--- src/sv/hte_pkg.sv ---
// ----------------------------------------------------------------------------
// hte_pkg
// Shared types and constants for the Huffman table encoder.
// ----------------------------------------------------------------------------
package hte_pkg;

	localparam int NUM_SYMBOLS   = 256;
	localparam int SYM_W         = 8;
	localparam int CODE_W        = 32;
	localparam int LEN_W         = 6;
	localparam int BYTE_W        = 8;
	localparam int ACC_W         = CODE_W + BYTE_W;
	localparam int DEF_MAX_LEN   = 32;
	localparam int DEF_Q_DEPTH   = 4;

	typedef enum logic [1:0] {
		REQ_LOAD   = 2'd0,
		REQ_ENCODE = 2'd1,
		REQ_FLUSH  = 2'd2
	} req_type_t;

	// One request waiting for the bit packer: either a flush or an encode
	// whose code is already left aligned in the word.
	typedef struct packed {
		logic              flush;
		logic [CODE_W-1:0] code;
		logic [LEN_W-1:0]  len;
	} hte_entry_t;

endpackage

--- src/sv/hte_queue.sv ---
// ----------------------------------------------------------------------------
// hte_queue
// Short first-in first-out queue between the intake and the bit packer.
// ----------------------------------------------------------------------------
module hte_queue import hte_pkg::*; #(
	parameter int DEPTH = DEF_Q_DEPTH
) (
	input  logic       clk,
	input  logic       arst_n,
	input  logic       wr,
	input  hte_entry_t wr_entry,
	output logic       q_full,
	input  logic       rd,
	output hte_entry_t head,
	output logic       q_empty
);

	localparam int PTR_W = (DEPTH > 1) ? $clog2(DEPTH) : 1;
	localparam int CNT_W = $clog2(DEPTH + 1);

	hte_entry_t       slot_q [DEPTH];
	logic [PTR_W-1:0] wp_q;
	logic [PTR_W-1:0] rp_q;
	logic [CNT_W-1:0] cnt_q;

	logic do_wr;
	logic do_rd;

	always_comb begin
		q_full  = (cnt_q == CNT_W'(DEPTH));
		q_empty = (cnt_q == '0);
		do_wr   = wr && !q_full;
		do_rd   = rd && !q_empty;
		head    = slot_q[rp_q];
	end

	always_ff @(posedge clk) begin
		if (do_wr) begin
			slot_q[wp_q] <= wr_entry;
		end
	end

	always_ff @(posedge clk or negedge arst_n) begin
		if (!arst_n) begin
			wp_q  <= '0;
			rp_q  <= '0;
			cnt_q <= '0;
		end else begin
			if (do_wr) begin
				wp_q <= (wp_q == PTR_W'(DEPTH - 1)) ? '0 : wp_q + 1'b1;
			end
			if (do_rd) begin
				rp_q <= (rp_q == PTR_W'(DEPTH - 1)) ? '0 : rp_q + 1'b1;
			end
			if (do_wr && !do_rd) begin
				cnt_q <= cnt_q + 1'b1;
			end else if (do_rd && !do_wr) begin
				cnt_q <= cnt_q - 1'b1;
			end
		end
	end

endmodule

--- config.mk ---
export PLATFORM = sky130hd
export DESIGN_NAME = hte_queue
export DESIGN_NICKNAME = d
export VERILOG_FILES = /design/src/sv/hte_pkg.sv /design/src/sv/hte_queue.sv
export SDC_FILE = /design/constraint.sdc
export NUM_CORES = 1
export LEC_CHECK = 0
export BUFFER_PORTS_ARGS = -buffer_cell sky130_fd_sc_hd__buf_2
export CAP_MARGIN = 20
export CORE_UTILIZATION = 25
export CTS_BUF_LIST = sky130_fd_sc_hd__clkbuf_8
export CTS_CLUSTER_DIAMETER = 200
export DETAILED_ROUTE_END_ITERATION = 10
export PLACE_DENSITY_LB_ADDON = 0.3
export REMOVE_ABC_BUFFERS = 1
export SLEW_MARGIN = 20
export SYNTH_ARGS = -nofsm -noshare
export SYNTH_HDL_FRONTEND = slang
export SYNTH_SLANG_ARGS = --single-unit
--- constraint.sdc ---
create_clock -name clk -period 3.43 [get_ports clk]
set_input_delay 0.686 -clock clk [delete_from_list [all_inputs] [get_ports clk]]
set_output_delay 0.686 -clock clk [all_outputs]
set_load 0.05 [all_outputs]
Yosys cells after proc, flatten, opt, wreduce, memory -nomap -nowiden --
Memory sizes are Yosys's and may differ from the RTL's. Index checks and enable logic that the tools add are counted.
Storage, ports and cells: bits in registers 7, memory bits (writable) 156, output and inout port bits 41, logic and storage cells 27, memories kept 1
Cells by class: $add $sub $neg 4, eq/ne operators 3, multiplexer cells 6, reductions and logical operators 10
Memories:
- slot_q | depth 4, width 39, read ports 1, clocked after Yosys merged registers in 0, write ports 1, RTL line hte_queue.sv:21 | hte_entry_t slot_q [DEPTH];
Operator list (number):
- two-way mux 3 bit | 2
- adder 2 x 1 -> 2 bit, second input constant | 2
- equality test 2 bit, second input constant | 2
- logical AND 1 bit | 4
- logical NOT 1 bit | 4
- two-way mux 2 bit | 2
- adder 3 x 1 -> 3 bit, second input constant | 1
- equality test 3 bit, second input constant | 1
- logical NOT 3 bit | 1
- subtractor 3 x 1 -> 3 bit, second input constant | 1
- two-way mux 1 bit | 2
- nonzero test 2 bit | 1

Longest topological paths before layout --
word-level depth 7, gate-level depth with buffers 8, gate-level depth less buffers 8

Worst setup path after synthesis --
No wires, ideal clock.
path kind in2reg, start point input port wr, end point memory slot_q[3][0] (netlist bit) (enable), setup time 0.436 ns, arrival 2.387 ns, data required time 2.994 ns, path slack 0.607 ns, stages 2, buffers on the path 0, path through nand2_1 > nor2_1
Between the ends: longest elaborated chain between the ends 3
Ends and longest elaborated chain:
- start, declared | RTL line hte_queue.sv:10 | input logic wr,
- logical AND 1 bit | RTL line hte_queue.sv:32 | do_wr = wr && !q_full;
- two-way mux 1 bit | RTL line hte_queue.sv:38 | if (do_wr) begin
- two-way mux 1 bit (not written as such) | RTL line hte_queue.sv:39 | slot_q[wp_q] <= wr_entry;
- end, declared | RTL line hte_queue.sv:21
Every way passes these cells.

==> flow_summary_export.csv <==
group,metric,value,unit
clock_tree,clkLatencyLatePin,0.44,ns
die,dieArea,25010,um^2
logic_synthesis,netlist_area,6095,um^2
die,start_util,25.73,%
worst_setup_path,cp_slowest_cell,"dfrtp_4",
global_routing,grt_pass1_wl,17420,um
sta,period_share,87.38,%
worst_setup_path,cp-start-kind,"flop",
layout,layout.cells.non_filler,673,
logic_synthesis,ys_types,21,
die,die_x,158.1,um
placement,dp.final_hpwl,7212,um
sta,finalCriticalPeriod,2.997,ns
worst_setup_path,worstSetupEndpointType,"output port",
clock_tree,cts_buffer_depth,2,
logic_synthesis,syn_avg_cell_area,25.29,um^2
logic_synthesis,ys_ff_latch,163,
logic_synthesis,synth_seq_area_share,79.74,%
route,wire_per_inst,17.15,um
clock_tree,post-cts-setup-buffers,0,
clock_tree,htree_levels,4,
placement,place.gp.congestion,0.6063,
logic_synthesis,yosysWarnings,0,
route,drtIter0Drc,123,
pwr,clock_power_share,20.5,%
global_routing,grtUsageTotal,9.837,%
global_routing,grt_max_degree,43,
layout,layout.nets,393,
global_routing,grt_pass1_vias,3018,
layout,final_cell_mix,"156 x edfxtp_1, 83 x buf_2, 39 x mux4_2",
logic_synthesis,yosys-mux-area-fraction,15.27,%
clock_tree,cts_hold_buf,0,
sta,rsz0062_at_grt,"no",
global_routing,antenna_found_initial,2,
clock_tree,cts_tree,"built",
pwr,p_sw,2.731,mW
route,drc_errors,0,
sta,fin_tns_setup,0,ns
sta,max_freq,333.6,MHz
worst_setup_path,cp_max_fo,42,
worst_setup_path,crit_chain,"mux4_2 > buf_2",
clock_tree,cts_resized,0,
route,drt-total-wl,11550,um
worst_setup_path,path_depth,2,
route,dr.pass1.iters,4,
clock_tree,path_clk_slew,0.08,ns
clock_tree,clock-sinks,163,
pwr,p_int,4.248,mW
sta,hold_viol,0,
logic_synthesis,synth_top_family_by_area,"multiplexers",
sta,worst_slew_pin_slew,0.8750,ns
layout,final_area,7323,um^2
route,ant_nets,0,
worst_setup_path,crit_required,2.74,ns
min_path,hold_path.class,"in2async",
pwr,p_total,6.979,mW
sta,relSlewSlack,41.67,%
route,viasPerCell,4.027,
worst_setup_path,crit_type,"reg2out",
layout,layout_commonest_cell,"edfxtp_1",
clock_tree,cts-buffers-inserted,17,
logic_synthesis,syn_inst,241,
layout,fillers,2351,
worst_setup_path,r2r-start,"cnt_q[0]$_DFFE_PN0P_",
placement,port_buffers,83,
route,route.vias.total,2710,
worst_setup_path,critPathArrivalTime,2.31,ns
layout,area_growth_syn_to_layout,20.16,%
worst_setup_path,crit_path_start,"rp_q[0]$_DFFE_PN0P_",
job,cap_violations,0,
logic_synthesis,synth-adder-area-share,1.560,%
worst_setup_path,path_buf_inv,1,
sta,slew_viol_final,0,
layout,layout-drive-gt1-share,47.59,%
worst_setup_path,cpPeakStageDelay,1.00,ns
logic_synthesis,yosys.area_share.simple,1.252,%
placement,placed_cells_incl_taps,643,
die,rows,56,
sta,final.setup_skew,0.009023,ns
die,die_h,158.1,um
logic_synthesis,synthXorXnorAreaFrac,0.4311,%
pwr,powerDensity,953.0,nW/um^2
pwr,comb_power_share,37.1,%
worst_setup_path,r2r_cells,7,
die,core,23680,um^2
clock_tree,root_buffer,"clkbuf_8",
worst_setup_path,crit_family,"flip-flops",
pwr,ir_worst_vdd,0.3472,mV
outcome,run_status,"complete, no violations",
pwr,sequentialPowerShare,42.3,%
sta,setup_viol,0,
placement,place_area,6918,um^2
global_routing,grt_overflow,0,
logic_synthesis,synth_compound_area_share,0.3285,%
pwr,p_leak,2.483,nW
die,pin_count,84,
pwr,switching_share,39.13,%
==> cell type report <==
class,count,area (um^2),area share (%)
antenna,1,2.502,0.03417
clock buffer,17,234.0,3.195
clock inverter,12,168.9,2.307
inverter,3,11.26,0.1538
multi-input combinational,66,1160,15.84
sequential,163,4865,66.43
tap,319,399.1,5.450
timing repair buffer,92,483.0,6.595
==> state kept, by name (all words and copies together), names as in the netlist <==
| name | count |
|---|---|
| cnt_q | 3 |
| rp_q | 2 |
| slot_q | 156 |
| wp_q | 2 |
==> layer usage <==
metal  vias to the layer above  track usage, %  wire (um)
li1                       1215               -          -
met1                      1428           10.49       4665
met2                        56           16.96       5904
met3                         9           4.791        869
met4                         2           3.159         97
met5                         -               0          8
==> Yosys cell counts <==
| cell type | count | area (um^2) |
|---|---|---|
| mux2_4 | 2 | 30.03 |
| nor2_1 | 3 | 11.26 |
| xnor2_1 | 1 | 8.760 |
| inv_1 | 3 | 11.26 |
| buf_2 | 3 | 15.01 |
| o31ai_2 | 1 | 12.51 |
| edfxtp_1 | 156 | 4684 |
| xor2_1 | 2 | 17.52 |
| nor3b_4 | 1 | 18.77 |
| nand2_1 | 1 | 3.750 |
| ha_1 | 6 | 75.07 |
| a21o_1 | 1 | 7.510 |
| dfrtp_1 | 7 | 175.2 |
| buf_1 | 1 | 3.750 |
| and2_1 | 3 | 18.77 |
| nor2b_4 | 1 | 13.76 |
| buf_6 | 5 | 56.30 |
| fa_1 | 1 | 20.02 |
| mux2_1 | 2 | 22.52 |
| nor3_1 | 2 | 10.01 |
| mux4_2 | 39 | 878.3 |
==> per-stage QoR <==
stage          worst slack (ns)  hold WS (ns)  utilization [%]
2_1_floorplan            0.2459        0.3904                -
5_1_grt                  0.2315       0.03912            30.91
4_1_cts                  0.3042       0.04480            30.91
3_3_place_gp             0.8053        0.5192            29.21
6_report                 0.4328       0.07096            30.92
3_5_place_dp             0.8048        0.5349            29.21
==> power groups by stage <==
stage | clock network, mW | registers (mW) | logic, mW
6_report | 1.43 | 2.95 | 2.59
5_1_grt | 1.55 | 3.03 | 2.75
4_1_cts | 1.48 | 2.98 | 2.65
3_5_place_dp | 0 | 3.03 | 2.65
3_3_place_gp | 0 | 3.00 | 2.63
2_1_floorplan | 0 | 2.93 | 2.01
==> cells by family after synthesis <==
family          Yosys count
compound gates            2
flops                   163
fa+ha+maj                 7
buf+inv                  12
mux                      43
simple gates             11
xor+xnor                  3
==> worst register-to-register path, cell delays in order (launching register included) <==
cell and delay [ns]:
dfrtp_1 0.48, o31ai_2 0.48, ha_1 0.28, inv_1 0.07, fa_1 0.37, xor2_1 0.17, nor2_1 0.11, xor2_1 0.16
==> worst paths after layout <==
| kind | slack, ns | endpoint |
|---|---|---|
| max | 0.43 | head[31] |
| min | 0.07 | cnt_q[2]$_DFFE_PN0P_ |
| max reg2reg | 1.24 | cnt_q[2]$_DFFE_PN0P_ |
| min reg2reg | 0.55 | cnt_q[2]$_DFFE_PN0P_ |
| max in group asynchronous | 3.18 | rp_q[0]$_DFFE_PN0P_ |
| min in group clk | 0.46 | slot_q[0][16]$_DFFE_PP_ |
Power figures use the tool's default switching activity.
