## src/sv/hte_pkg.sv

```systemverilog
// ----------------------------------------------------------------------------
// hte_pkg
// Shared types and constants for the Huffman table encoder.
// ----------------------------------------------------------------------------
package hte_pkg;

	localparam int NUM_SYMBOLS   = 256;
	localparam int SYM_W         = 8;
	localparam int CODE_W        = 32;
	localparam int LEN_W         = 6;
	localparam int BYTE_W        = 8;
	localparam int ACC_W         = CODE_W + BYTE_W;
	localparam int DEF_MAX_LEN   = 32;
	localparam int DEF_Q_DEPTH   = 4;

	typedef enum logic [1:0] {
		REQ_LOAD   = 2'd0,
		REQ_ENCODE = 2'd1,
		REQ_FLUSH  = 2'd2
	} req_type_t;

	// One request waiting for the bit packer: either a flush or an encode
	// whose code is already left aligned in the word.
	typedef struct packed {
		logic              flush;
		logic [CODE_W-1:0] code;
		logic [LEN_W-1:0]  len;
	} hte_entry_t;

endpackage

```

## src/sv/hte_back.sv

```systemverilog
// ----------------------------------------------------------------------------
// hte_back
// Bit packer: appends codes to a left-aligned accumulator, emits one byte a
// cycle into the result register while it is free, and answers flush requests.
// ----------------------------------------------------------------------------
module hte_back import hte_pkg::*; (
	input  logic              clk,
	input  logic              arst_n,
	input  hte_entry_t        head,
	input  logic              q_empty,
	output logic              rd,
	output logic              empty,
	input  logic              pop,
	output logic [BYTE_W-1:0] out_byte,
	output logic              byte_valid,
	output logic [2:0]        pad_count,
	output logic              flush_done,
	output logic              last
);

	// Pending bits sit at the top of the accumulator; every bit below the
	// valid ones is kept at zero.
	logic [ACC_W-1:0]  acc_q;
	logic [LEN_W-1:0]  tot_q;

	logic              out_vld_q;
	logic [BYTE_W-1:0] out_byte_q;
	logic              out_bv_q;
	logic [2:0]        out_pad_q;
	logic              out_done_q;
	logic              out_last_q;

	logic              out_free;
	logic              draining;
	logic [ACC_W-1:0]  merged;
	logic [LEN_W-1:0]  new_tot;
	logic              emit;
	logic [BYTE_W-1:0] emit_byte;
	logic              emit_bv;
	logic [2:0]        emit_pad;
	logic              emit_done;
	logic              emit_last;
	logic [ACC_W-1:0]  acc_d;
	logic [LEN_W-1:0]  tot_d;

	always_comb begin
		out_free  = !out_vld_q || pop;
		draining  = (tot_q >= LEN_W'(BYTE_W));
		merged    = acc_q | ({head.code, {BYTE_W{1'b0}}} >> tot_q[2:0]);
		new_tot   = tot_q + head.len;
		rd        = 1'b0;
		emit      = 1'b0;
		emit_byte = acc_q[ACC_W-1 -: BYTE_W];
		emit_bv   = 1'b1;
		emit_pad  = '0;
		emit_done = 1'b0;
		emit_last = 1'b0;
		acc_d     = acc_q;
		tot_d     = tot_q;
		if (draining) begin
			if (out_free) begin
				emit      = 1'b1;
				emit_last = (tot_q < LEN_W'(2 * BYTE_W));
				acc_d     = acc_q << BYTE_W;
				tot_d     = tot_q - LEN_W'(BYTE_W);
			end
		end else if (!q_empty) begin
			if (head.flush) begin
				if (out_free) begin
					rd        = 1'b1;
					emit      = 1'b1;
					emit_bv   = (tot_q != '0);
					emit_pad  = 3'(4'(BYTE_W) - 4'(tot_q));
					emit_done = 1'b1;
					emit_last = 1'b1;
					acc_d     = '0;
					tot_d     = '0;
				end
			end else begin
				rd = 1'b1;
				if ((new_tot >= LEN_W'(BYTE_W)) && out_free) begin
					emit      = 1'b1;
					emit_byte = merged[ACC_W-1 -: BYTE_W];
					emit_last = (new_tot < LEN_W'(2 * BYTE_W));
					acc_d     = merged << BYTE_W;
					tot_d     = new_tot - LEN_W'(BYTE_W);
				end else begin
					acc_d = merged;
					tot_d = new_tot;
				end
			end
		end
	end

	always_ff @(posedge clk or negedge arst_n) begin
		if (!arst_n) begin
			acc_q     <= '0;
			tot_q     <= '0;
			out_vld_q <= 1'b0;
		end else begin
			acc_q <= acc_d;
			tot_q <= tot_d;
			if (emit) begin
				out_vld_q <= 1'b1;
			end else if (pop) begin
				out_vld_q <= 1'b0;
			end
		end
	end

	always_ff @(posedge clk) begin
		if (emit) begin
			out_byte_q <= emit_byte;
			out_bv_q   <= emit_bv;
			out_pad_q  <= emit_pad;
			out_done_q <= emit_done;
			out_last_q <= emit_last;
		end
	end

	assign empty      = !out_vld_q;
	assign out_byte   = out_byte_q;
	assign byte_valid = out_bv_q;
	assign pad_count  = out_pad_q;
	assign flush_done = out_done_q;
	assign last       = out_last_q;

endmodule

```

## config.mk

```make
export PLATFORM = sky130hd
export DESIGN_NAME = hte_back
export DESIGN_NICKNAME = d
export VERILOG_FILES = /design/src/sv/hte_pkg.sv /design/src/sv/hte_back.sv
export SDC_FILE = /design/constraint.sdc
export NUM_CORES = 1
export LEC_CHECK = 0
export ABC_AREA = 0
export BUFFER_PORTS_ARGS = -buffer_cell sky130_fd_sc_hd__buf_2
export CAP_MARGIN = 15
export CORE_ASPECT_RATIO = 0.8
export CORE_MARGIN = 3
export CORE_UTILIZATION = 55
export CTS_CLUSTER_DIAMETER = 150
export DETAILED_ROUTE_END_ITERATION = 6
export PLACE_DENSITY = 0.86
export SLEW_MARGIN = 0
export SYNTH_ARGS = -nofsm -noshare
export SYNTH_HDL_FRONTEND = slang
export SYNTH_SLANG_ARGS = --single-unit
```

## constraint.sdc

```tcl
create_clock -name clk -period 5.49 [get_ports clk]
set_input_delay 1.098 -clock clk [delete_from_list [all_inputs] [get_ports clk]]
set_output_delay 1.098 -clock clk [all_outputs]
set_load 0.02 [all_outputs]
```

=== After elaboration in Yosys (flattened, before gate mapping) ===
Cells that the tools add are included.

* Word-level logic and storage cells: 62
* Input port bits: 43
* Output and inout bits: 16
* Flip-flop bits (word level): 61

* Add/subtract/negate cells: 4
* Mux-type cells: 31
* Order comparisons: 4
* Bitwise gates (word level): 3
* Reductions and logical operators: 8
* Eq/ne operators: 3
* Shifts and indexed selects: 1

{| class="wikitable"
|+ Operator list
! operator !! number
|-
| $mux W40 || 6
|-
| $or A40 B40 Y40 || 1
|-
| $shr A40 B3 Y40 || 1
|-
| $mux W6 || 6
|-
| $mux W8 || 4
|-
| $mux W1 || 15
|-
| $ge A6 B4 Y1 const B || 2
|-
| $lt A6 B5 Y1 const B || 2
|-
| $sub A6 B4 Y6 const B || 2
|-
| $add A6 B6 Y6 || 1
|-
| $reduce_bool A6 Y1 || 1
|-
| $ne A2 B1 Y1 const B || 2
|-
| $reduce_or A4 Y1 || 1
|-
| $reduce_and A3 Y1 || 1
|-
| $reduce_or A3 Y1 || 1
|-
| $sub A1 B3 Y3 const A || 1
|-
| $ne A2 B2 Y1 const B || 1
|-
| $not A1 Y1 || 2
|-
| $reduce_bool A2 Y1 || 1
|-
| $logic_and A1 B1 Y1 || 1
|-
| $logic_not A1 Y1 || 1
|-
| $logic_or A1 B1 Y1 || 1
|}

=== Longest topological paths before layout ===
Gate-level depths: netlist of run 1.

* Depth in word-level cells: 8
* Mapped depth: 12
* Mapped depth without buffers: 11

=== Least setup slack after synthesis of run 1 ===
Ideal clock, no wire load.

* Kind: input to register
* Start point: in head[0] (netlist bit)
* End point: reg out_bv_q (netlist: byte_valid), enable pin
* Buffers on the path: 1
* Data required time: 5095 ps
* Arrival time: 3562 ps
* Setup slack: 1533 ps
* Setup time: 395 ps
* Stages on the path: 10
* Cells stage by stage: ha_1 fa_1 nand3_1 and3_1 or2_2 ha_1 nand3_1 o211a_1 buf_2 a21oi_1

* Word-level cells in the longest chain between the ends: 7

{| class="wikitable"
|+ RTL lines
! what !! line !! source
|-
| start: declaration || hte_back.sv:9 || <nowiki>input hte_entry_t head,</nowiki>
|-
| $add A6 B6 Y6 || hte_back.sv:50 || <nowiki>new_tot = tot_q + head.len;</nowiki>
|-
| $ge A6 B4 Y1 || hte_back.sv:81 || <nowiki>if ((new_tot >= LEN_W'(BYTE_W)) && out_free) begin</nowiki>
|-
| $logic_and A1 B1 Y1 || hte_back.sv:81 ||
|-
| $mux W1 || hte_back.sv:81 ||
|-
| $mux W1 || hte_back.sv:68 || <nowiki>if (head.flush) begin</nowiki>
|-
| $mux W1 || hte_back.sv:67 || <nowiki>end else if (!q_empty) begin</nowiki>
|-
| $mux W1 || hte_back.sv:60 || <nowiki>if (draining) begin</nowiki>
|-
| net emit || hte_back.sv:37 || <nowiki>logic emit;</nowiki>
|-
| end signal: assignment || hte_back.sv:114 || <nowiki>out_bv_q <= emit_bv;</nowiki>
|-
| end: declaration || hte_back.sv:28 || <nowiki>logic out_bv_q;</nowiki>
|}

The timed path passes the listed nets, and every way through them passes these cells.
A chain may end at the register's enable or synchronous reset.

=== Worst setup path in the final report of run 1 ===
* Start point: reg tot_q[0]
* End point: out rd

* Word-level cells in the longest chain between the ends: 2

{| class="wikitable"
|+ RTL lines
! what !! line !! source
|-
| start: declaration || hte_back.sv:24 || <nowiki>logic [LEN_W-1:0] tot_q;</nowiki>
|-
| start signal: assignment || hte_back.sv:102 || <nowiki>tot_q <= tot_d;</nowiki>
|-
| $ge A6 B4 Y1 || hte_back.sv:48 || <nowiki>draining = (tot_q >= LEN_W'(BYTE_W));</nowiki>
|-
| $mux W1 || hte_back.sv:60 ||
|-
| end: declaration || hte_back.sv:11 || <nowiki>output logic rd,</nowiki>
|}

No other way between the ends.

==> results.ini, run 1 <==
[run_status]
outcome = complete, no violations

[placement]
postPlaceCellArea_mm2 = 0.00507
port_buffers = 58
dp_hpwl_mm = 9.79
routabilityCongestion = 0.947

[synthesis]
ys_types = 68
ys_async_sr_fraction = 0.767
ys_seq_area_frac = 0.329
synth_area_per_cell_um2 = 9.18
ys_warn_count = 0
synth-edff-count = 14
ys_ff_latch = 60
netlist_instances = 520
synth_area_mm2 = 0.00477
synth_fp_nets = 573
synthFlopType = dfrtp_1

[floorplanning]
dieArea_mm2 = 0.00984
die_y_um = 89.3
die_w_um = 110
initial_core_util = 0.585
core_area_mm2 = 0.00816
row_count = 29
ios = 59

[final_layout]
fill_cells = 684
synthToLayoutAreaGrowth_pct = 10.5
layout.nets = 610
final_common_cell = buf_2
most-common-layout-cells = buf_2 (58), nand2_1 (48), dfrtp_1 (45), o21ai_0 (41), a21oi_1 (32)
fin_area_mm2 = 0.00527
fin_util = 0.646
drive_above_1_share = 0.222
antenna_cells = 0

[sta]
rsz0062_at_grt = false
fin_crit_ns = 4.16
tightest_slew_ns = 1.02
slew_headroom = 0.323
timing.final.crit_share = 0.757
hold_violations = 0
holdWs_ns = 0.507
final_max_slew_viol_count = 0
tns_ns = 0
finClkSkew_ns = 0.00591
clock.fmax_mhz = 241
finalSetupViolations = 0

[global_route]
grtUsageTotal = 0.296
gr-total-overflow = 0
grt_pass1_vias = 4233
grt_max_degree = 48
grt_pass1_wl_mm = 22.0
antenna_found_initial = 0

[clock_network]
cts_buffers = 9
path_clk_slew_ns = 0.07
post_cts_buffers = 0
clkSinkCount = 60
cts_tree = done
cts.path.max_buffers = 2
root_buffer = clkbuf_8
cts_resized = 0
clk_latency_ns = 0.36
postCtsHoldBufs = 0
htreeDepth = 3

[power]
swShare = 0.486
intPower_mw = 1.48
power.switching_mw = 1.40
p_seq_frac = 0.263
p_comb_frac = 0.601
leakage_nw = 2.32
pwr-share-clk = 0.137
p_per_area_mw_per_mm2 = 545
ir_drop_mv = 0.466

[min_path]
hold_class = flop to flop

[drt]
via_per_inst = 6.81
routed_wl_mm = 14.0
ant_nets = 0
drt_iter0_markers = 608
drc = 0
firstDrtPassIters = 6
vias = 4562
routedWlPerCell_um = 20.9

[flow_run]
drv_cap = 0

[setup_path]
path_buf_inv = 2
critPathMaxStageDelay_ns = 0.83
worstSetupEndpointType = primary output
arrival_ns = 3.06
cp_max_fo = 45
cp.required_ns = 4.39
cp_top_family = compound AO/OA/AOI/OAI gates
criticalPathCategory = flop to primary output
start_kind = flop
cp_slowest_cell = a21o_1
crit_chain = nor4_2 > a21o_1 > a211o_1 > inv_1 > buf_2

## power groups by stage
| stage | combinational [mW] | clock, mW | sequential (mW) |
|---|---|---|---|
| floorplan | 1.31 | 0 | 0.703 |
| global placement | 1.61 | 0 | 0.752 |
| detailed placement | 1.66 | 0 | 0.758 |
| CTS | 1.67 | 0.390 | 0.751 |
| global route | 1.85 | 0.410 | 0.774 |
| finish | 1.73 | 0.393 | 0.755 |
## flip-flops by register name, indices dropped and copies added, names as in the netlist
signal and count:
out_vld_q 1, pad_count 3, acc_q 39, tot_q 6, byte_valid 1, last 1
out_byte 8, flush_done 1
## cells in the mapped netlist (all sizes together) (2+ instances only)
library cell	count	share of area
a21oi	33	0.035
a22o	2	0.0037
dfrtp	46	0.24
mux2i	27	0.057
a311o	2	0.0042
o21a	2	0.0031
inv	16	0.013
a22oi	16	0.025
and3	7	0.0092
nand3	8	0.0084
o31ai	15	0.024
clkbuf	21	0.017
nand2b	4	0.0052
or2	4	0.0052
o211ai	16	0.025
a211oi	15	0.027
xor2	2	0.0037
mux4	11	0.056
mux2	16	0.038
a311oi	2	0.0037
a2bb2oi	6	0.014
a21boi	7	0.011
nor2	30	0.025
a31oi	8	0.010
a221oi	2	0.0037
a211o	6	0.011
ha	9	0.024
nor4	7	0.010
a21o	15	0.024
a31o	2	0.0037
and2	9	0.012
buf	21	0.026
o21ai	43	0.045
nand3b	4	0.0063
edfxtp	14	0.088
nand2	48	0.038
nor3	6	0.0087
## logic make-up after synthesis
logic type,count (synthesis),synth area share
fa+ha+maj,10,0.0278
mux,54,0.150
compound gates,202,0.294
buf+inv,58,0.0548
xor+xnor,3,0.00551
flops,60,0.329
simple gates,133,0.138
## tightest hold or removal path, cell delays in order, from the launching register on
cell	delay [ns]
dfrtp_1	0.36
nand2_1	0.05
o21ai_0	0.06
## cell type report
cell class / instances / area (µm²) / share of cell area
clock buffers: 11 / 131 / 0.0249
well taps: 108 / 135 / 0.0256
flip-flops and latches: 60 / 1570 / 0.298
inverters: 16 / 60.1 / 0.0114
multi-input cells: 402 / 2940 / 0.558
clock inverters: 5 / 52.6 / 0.00997
repair buffers: 68 / 378 / 0.0717
## layer usage
layer	wire (µm)	track usage	up-vias
met2	5810	0.423	311
met1	5990	0.420	2161
met4	229	0.0794	0
li1	-	-	2064
met3	1950	0.113	26
met5	0	0.0255	-
## path summary, 6_finish.rpt
check	startpoint	to	slack, ns	depth (start not counted)
min reg2reg	acc_q[5]	acc_q[5]	0.51	2
max reg2reg	tot_q[0]	acc_q[7]	1.54	10
min in group asynchronous	arst_n	acc_q[4]	0.60	1
max in group asynchronous	arst_n	tot_q[0]	4.37	2
min	acc_q[5]	acc_q[5]	0.51	2
max	tot_q[0]	rd	1.33	5
## stage by stage
stage               setup WS (ns)  std cells  power (mW)
finish                       1.33        670        2.88
CTS                          1.39        669        2.81
floorplan                    1.53        520        2.02
global route                 1.14        670        3.04
detailed placement           1.48        653        2.42
global placement             1.60        653        2.36
(Power assumes the default switching activity.)
==> inputs of run 2 (changes only) <==
Settings changed: ABC_AREA 0 to 1, CORE_UTILIZATION 55 to 54, PLACE_DENSITY 0.86 to 0.88.
Clock period 5.49 ns to 3.4 ns, I/O delays scaled along.
==> run 2 against run 1 <==
  * Final cell count rose by 41%
  * Register-to-register slack got worse by 1.0 ns
  * Clock skew barely moved
  * Worst hold slack got worse by 0.17 ns
  * Final area rose by 6.5%
  * Sequential cell count did not move
  * Combinational power rose by 88%
  * Count of clock-buffer cells in the layout rose by 3
  * Routed wire length rose by 2.1%
  * Highest routed layer unchanged
==> results.ini, run 2 <==
[final_layout]
drive_above_1_share = 0.136
fill_cells = 781
layout.nets = 879
synthToLayoutAreaGrowth_pct = 12.3
largest_reg_flops = 39
fin_util = 0.642
regMostFlops = acc_q
final_common_cell = nand2_1
final_cells = 943
antenna_cells = 0
most-common-layout-cells = nand2_1 (198), nand3_1 (103), nor2_1 (96), inv_1 (94), a21oi_1 (67)

[placement]
dpl.cell_count = 927
dp_hpwl_mm = 9.85
routabilityCongestion = 0.928
place_ws_ns = 0.303
port_buffers = 58

[min_path]
hold_class = primary input to async pin

[global_route]
antenna_found_initial = 0
grt_pass1_wl_mm = 23.9
grt_pass1_vias = 4867
grtUsageTotal = 0.282
gr-total-overflow = 0
grt_max_degree = 59

[sta]
rsz0062_at_grt = false
finClkSkew_ns = 0.00549
fin_crit_ns = 2.88
finalSetupViolations = 0
tightest_slew_ns = 0.563
final_max_slew_viol_count = 0
holdWs_ns = 0.341
clock.fmax_mhz = 347
slew_headroom = 0.624
timing.final.crit_share = 0.846
tns_ns = 0
post-route-worst-setup-slack_ns = 0.522
hold_violations = 0

[synthesis]
ys_seq_area_frac = 0.314
ys_warn_count = 0
synth_area_leaders = dfrtp_1 (23%), nand2_1 (15%), nand3_1 (10%), edfxtp_1 (8.4%), nor2_1 (7.2%)
yosysTopAreaCellShare = 0.230
synthFlopType = dfrtp_1
synth_fp_nets = 842
ys_types = 37
netlist_instances = 789
yosys.area.top_type = dfrtp_1
ys_async_sr_fraction = 0.767
yosysMostFrequentCell = nand2_1
ys_ff_latch = 60
synth-edff-count = 14
synthTopCellsByCount = nand2_1 (198), nand3_1 (103), nor2_1 (96)
synth_area_mm2 = 0.00500
synth_area_per_cell_um2 = 6.34

[clock_network]
path_clk_slew_ns = 0.05
root_buffer = clkbuf_16
post_cts_buffers = 0
postCtsHoldBufs = 0
cts_tree = done
htreeDepth = 3
clkSinkCount = 60
cts_resized = 0
cts.path.max_buffers = 2
clk_latency_ns = 0.33
cts_buffers = 9

[drt]
drt_iter0_markers = 759
routedWlPerCell_um = 15.1
firstDrtPassIters = 5
via_per_inst = 5.73
routed_wl_mm = 14.3
vias = 5401
drc = 0
ant_nets = 0

[floorplanning]
die_y_um = 92.1
dieArea_mm2 = 0.0105
row_count = 30
core_area_mm2 = 0.00875
initial_core_util = 0.572
ios = 59
die_w_um = 114

[setup_path]
cp.required_ns = 3.42
worstSetupEndpointType = flop
start_kind = flop
cp_max_fo = 14
arrival_ns = 2.90
criticalPathCategory = flop to flop

[run_status]
outcome = complete, no violations

[power]
p_per_area_mw_per_mm2 = 949
ir_drop_mv = 0.674
leakage_nw = 2.83

[flow_run]
drv_cap = 0

-- run 2: cell count changes in the layout (fill, tap and decap cells not counted), moves of 15 or more --
cell,previous run,this run
mux2i_1,27,0
nand3_1,8,103
nand2_1,48,198
nor2_1,27,96
a21o_1,15,0
mux2_2,16,0
a21oi_1,32,67
inv_1,15,94
a22oi_1,16,0
-- run 2: logic make-up (layout without fill, tap and decap cells) --
| group | count (synthesis) | count (layout) | synth area share |
|---|---|---|---|
| AND/OR/NAND/NOR | 415 | 415 | 0.351 |
| AO/OA/AOI/OAI | 154 | 154 | 0.182 |
| buffers and inverters | 148 | 190 | 0.123 |
| flip-flops | 60 | 60 | 0.314 |
| adder cells (fa/ha/maj) | 10 | 10 | 0.0265 |
| XOR/XNOR | 2 | 2 | 0.00350 |
-- run 2: path summary, 6_finish.rpt --
path	to	startpoint	depth (start not counted)	slack [ns]
setup / recovery	out_byte[3]	tot_q[0]	15	0.52
max in group asynchronous	acc_q[30]	arst_n	2	2.31
hold reg to reg	acc_q[33]	acc_q[33]	2	0.52
min in group clk	acc_q[33]	acc_q[33]	2	0.52
setup reg to reg	out_byte[3]	tot_q[0]	15	0.52
hold / removal	tot_q[1]	arst_n	1	0.34
-- run 2: metal layers --
layer	vias up	wire length (µm)	GRT usage
met5	-	0	0
met4	0	163	0.0671
met3	18	1850	0.0752
met2	346	6290	0.425
met1	2389	5970	0.404
li1	2648	-	-
-- run 2: critical path, cell delays in order, from the launching register on --
cell and delay (ns):
dfrtp_1 0.49, ha_1 0.29, fa_1 0.41, nand3_1 0.11, nand3_1 0.12, nand2_2 0.12
ha_1 0.15, inv_1 0.04, nor2_1 0.09, nand2_1 0.07, inv_1 0.07, nor2_1 0.05
nand2_2 0.15, nand2_1 0.10, nand3_1 0.08, buf_4 0.23
-- run 2: cell type report --
type	instances	area, µm²	share of cell area
clock buffer	14	264	0.0470
clock inverter	2	10.0	0.00178
inverter	101	379	0.0675
multi-input combinational	581	2820	0.503
sequential	60	1570	0.280
tap	112	140	0.0250
timing repair buffer	73	428	0.0762
-- run 2: stage by stage --
stage	area (µm²)	total power, mW
floorplan	5000	3.68
global placement	5340	4.33
detailed placement	5340	4.39
CTS	5620	5.27
global route	5620	5.80
finish	5620	5.33
-- run 2: where the power goes --
part	total, mW	leakage (nW)	internal [mW]	switching (mW)
registers	1.24	0.682	1.04	0.198
clock network	0.841	0.137	0.530	0.311
logic	3.25	2.02	1.06	2.19
==> inputs of run 3 (changes only) <==
Clock period 3.4 ns to 2.45 ns, I/O delays scaled along.
==> run 3 against run 2 <==
  * The run now ends with negative setup slack left
  * Largest cell class unchanged
  * Clock skew rose by 0.0012 ns
  * Die area did not move
  * First-iteration DRC count rose by 28%
  * Critical path type unchanged
  * Critical endpoint is now acc_q[16]
==> results.ini, run 3 (same netlist as run 2, synthesis figures left out) <==
[setup_path]
crit_chain = ha_4 > fa_2 > nand3_2 > nand2_2 > nand2_2 > nand2_2 > ha_4 > inv_2 > nor2_2 > nand2_2 > nand3_2 > o21ai_4 > buf_12 > clkbuf_16 > nand2_1 > nand3_1 > a21oi_1
endpoint = acc_q[16]
cp.required_ns = 2.66
cp_max_fo = 6
reg2reg_depth = 17
reg2reg_from = tot_q[0]
cpMostUsedCell = nand2_2
worstSetupEndpointType = flop
worstSetupStartpoint = tot_q[0]
rrSetupSlack_ns = -0.21
start_kind = flop
timing.rr.end = acc_q[16]
cp_slowest_cell = dfrtp_2
arrival_ns = 2.88
criticalPathCategory = flop to flop
critPathMaxStageDelay_ns = 0.43

[clock_network]
clkSinkCount = 60
cts_tree = done
clk_latency_ns = 0.34
path_clk_slew_ns = 0.05
root_buffer = clkbuf_16
cts.path.max_buffers = 2
cts_buffers = 9
htreeDepth = 3

[floorplanning]
dieArea_mm2 = 0.0105
core_area_mm2 = 0.00875
die_w_um = 114
initial_core_util = 0.572
row_count = 30
ios = 59
die_y_um = 92.1

[run_status]
outcome = complete, but fails checks
violations = negative setup slack

[power]
ir_drop_mv = 1.51
pwr-share-clk = 0.144
power.total_mw = 8.93
intPower_mw = 4.36
power.switching_mw = 4.57
p_comb_frac = 0.663
leakage_nw = 3.16
swShare = 0.512
p_seq_frac = 0.193
p_per_area_mw_per_mm2 = 1390

[drt]
routed_wl_mm = 17.9
ant_nets = 0
firstDrtPassIters = 7
routedWlPerCell_um = 18.4
via_per_inst = 6.15
drc = 0
vias = 5969
drt_iter0_markers = 971

[sta]
rsz0062_at_grt = true
fin_crit_ns = 2.66
tightest_slew_ns = 0.603
finalSetupViolations = 64
hold_violations = 0
final_max_slew_viol_count = 0
post-route-worst-setup-slack_ns = -0.214
finClkSkew_ns = 0.00667
clock.fmax_mhz = 375
timing.final.crit_share = 1.09
slew_headroom = 0.598

[global_route]
grt_pass1_wl_mm = 26.3
grtUsageTotal = 0.311
grt_pass1_vias = 5375
grt_max_degree = 61
antenna_found_initial = 0
gr-total-overflow = 0

[final_layout]
synthToLayoutAreaGrowth_pct = 28.8
regMostFlops = acc_q
largest_reg_flops = 39
layout.nets = 907
drive_above_1_share = 0.258
final_common_cell = nand2_1
most-common-layout-cells = nand2_1 (181), nor2_1 (94), inv_1 (93), nand3_1 (76), buf_2 (58)
antenna_cells = 0
fin_area_mm2 = 0.00644

[placement]
port_buffers = 58
routabilityCongestion = 0.933
postPlaceCellArea_mm2 = 0.00556
dp_hpwl_mm = 10.6

[min_path]
hold_class = primary input to async pin

[flow_run]
drv_cap = 0

## run 3: layer usage
metal,part of all wire,track usage
met2,0.43,0.484
met4,0.060,0.131
met3,0.13,0.0732
met5,0,0
met1,0.38,0.414
## run 3: worst min path at each step
stage / startpoint / end / slack [ns] / depth (start not counted)
6_report: arst_n / tot_q[1] / 0.16 / 1
5_1_grt: arst_n / tot_q[1] / 0.19 / 1
4_1_cts: arst_n / tot_q[1] / 0.18 / 1
3_5_place_dp: arst_n / tot_q[1] / 0.52 / 1
3_3_place_gp: acc_q[32] / out_byte[0] / 0.51 / 2
2_1_floorplan: arst_n / acc_q[10] / 0.19 / 0
## run 3: power by group through the flow
stage          Clock, mW  Sequential (mW)  Combinational, mW
2_1_floorplan          0             1.75               3.40
3_3_place_gp           0             1.69               4.61
3_5_place_dp           0             1.72               4.69
4_1_cts             1.28             1.70               4.91
5_1_grt             1.32             1.76               6.41
6_report            1.29             1.72               5.92
## run 3: final cells by class
| class | instances | area [µm²] |
|---|---|---|
| clock inverter | 5 | 52.6 |
| timing repair buffer | 100 | 807 |
| multi-input combinational | 582 | 3250 |
| fill | 636 | 2300 |
| sequential | 60 | 1570 |
| clock buffer | 11 | 243 |
| tap | 112 | 140 |
| inverter | 101 | 379 |
## run 3: repair_timing
item,in CTS,in global routing
gates cloned,2,7
pin swaps,0,13
setup endpoints to repair,60,68
gates resized for setup,14,82
setup buffers,3,2
hold buffers,0,0
## run 3: through the flow
stage	hold slack (ns)	setup TNS (ns)	utilization	setup WS, ns	cells
floorplan	0.194	-1.08	-	-0.0770	789
detailed placement	0.517	-11.96	0.636	-0.233	943
CTS	0.176	-1.01	0.684	-0.0575	964
finish	0.162	-10.0	0.737	-0.214	971
global placement	0.509	-8.00	0.636	-0.151	943
global route	0.189	-13.78	0.737	-0.302	971
## run 3: critical path, delay by kind of cell (launching register included)
kind | cells | cell delay [ns]
AO/OA/AOI/OAI | 2 | 0.31
flip-flops | 1 | 0.43
AND/OR/NAND/NOR | 9 | 0.70
adder cells (fa/ha/maj) | 3 | 0.69
buffers and inverters | 3 | 0.40
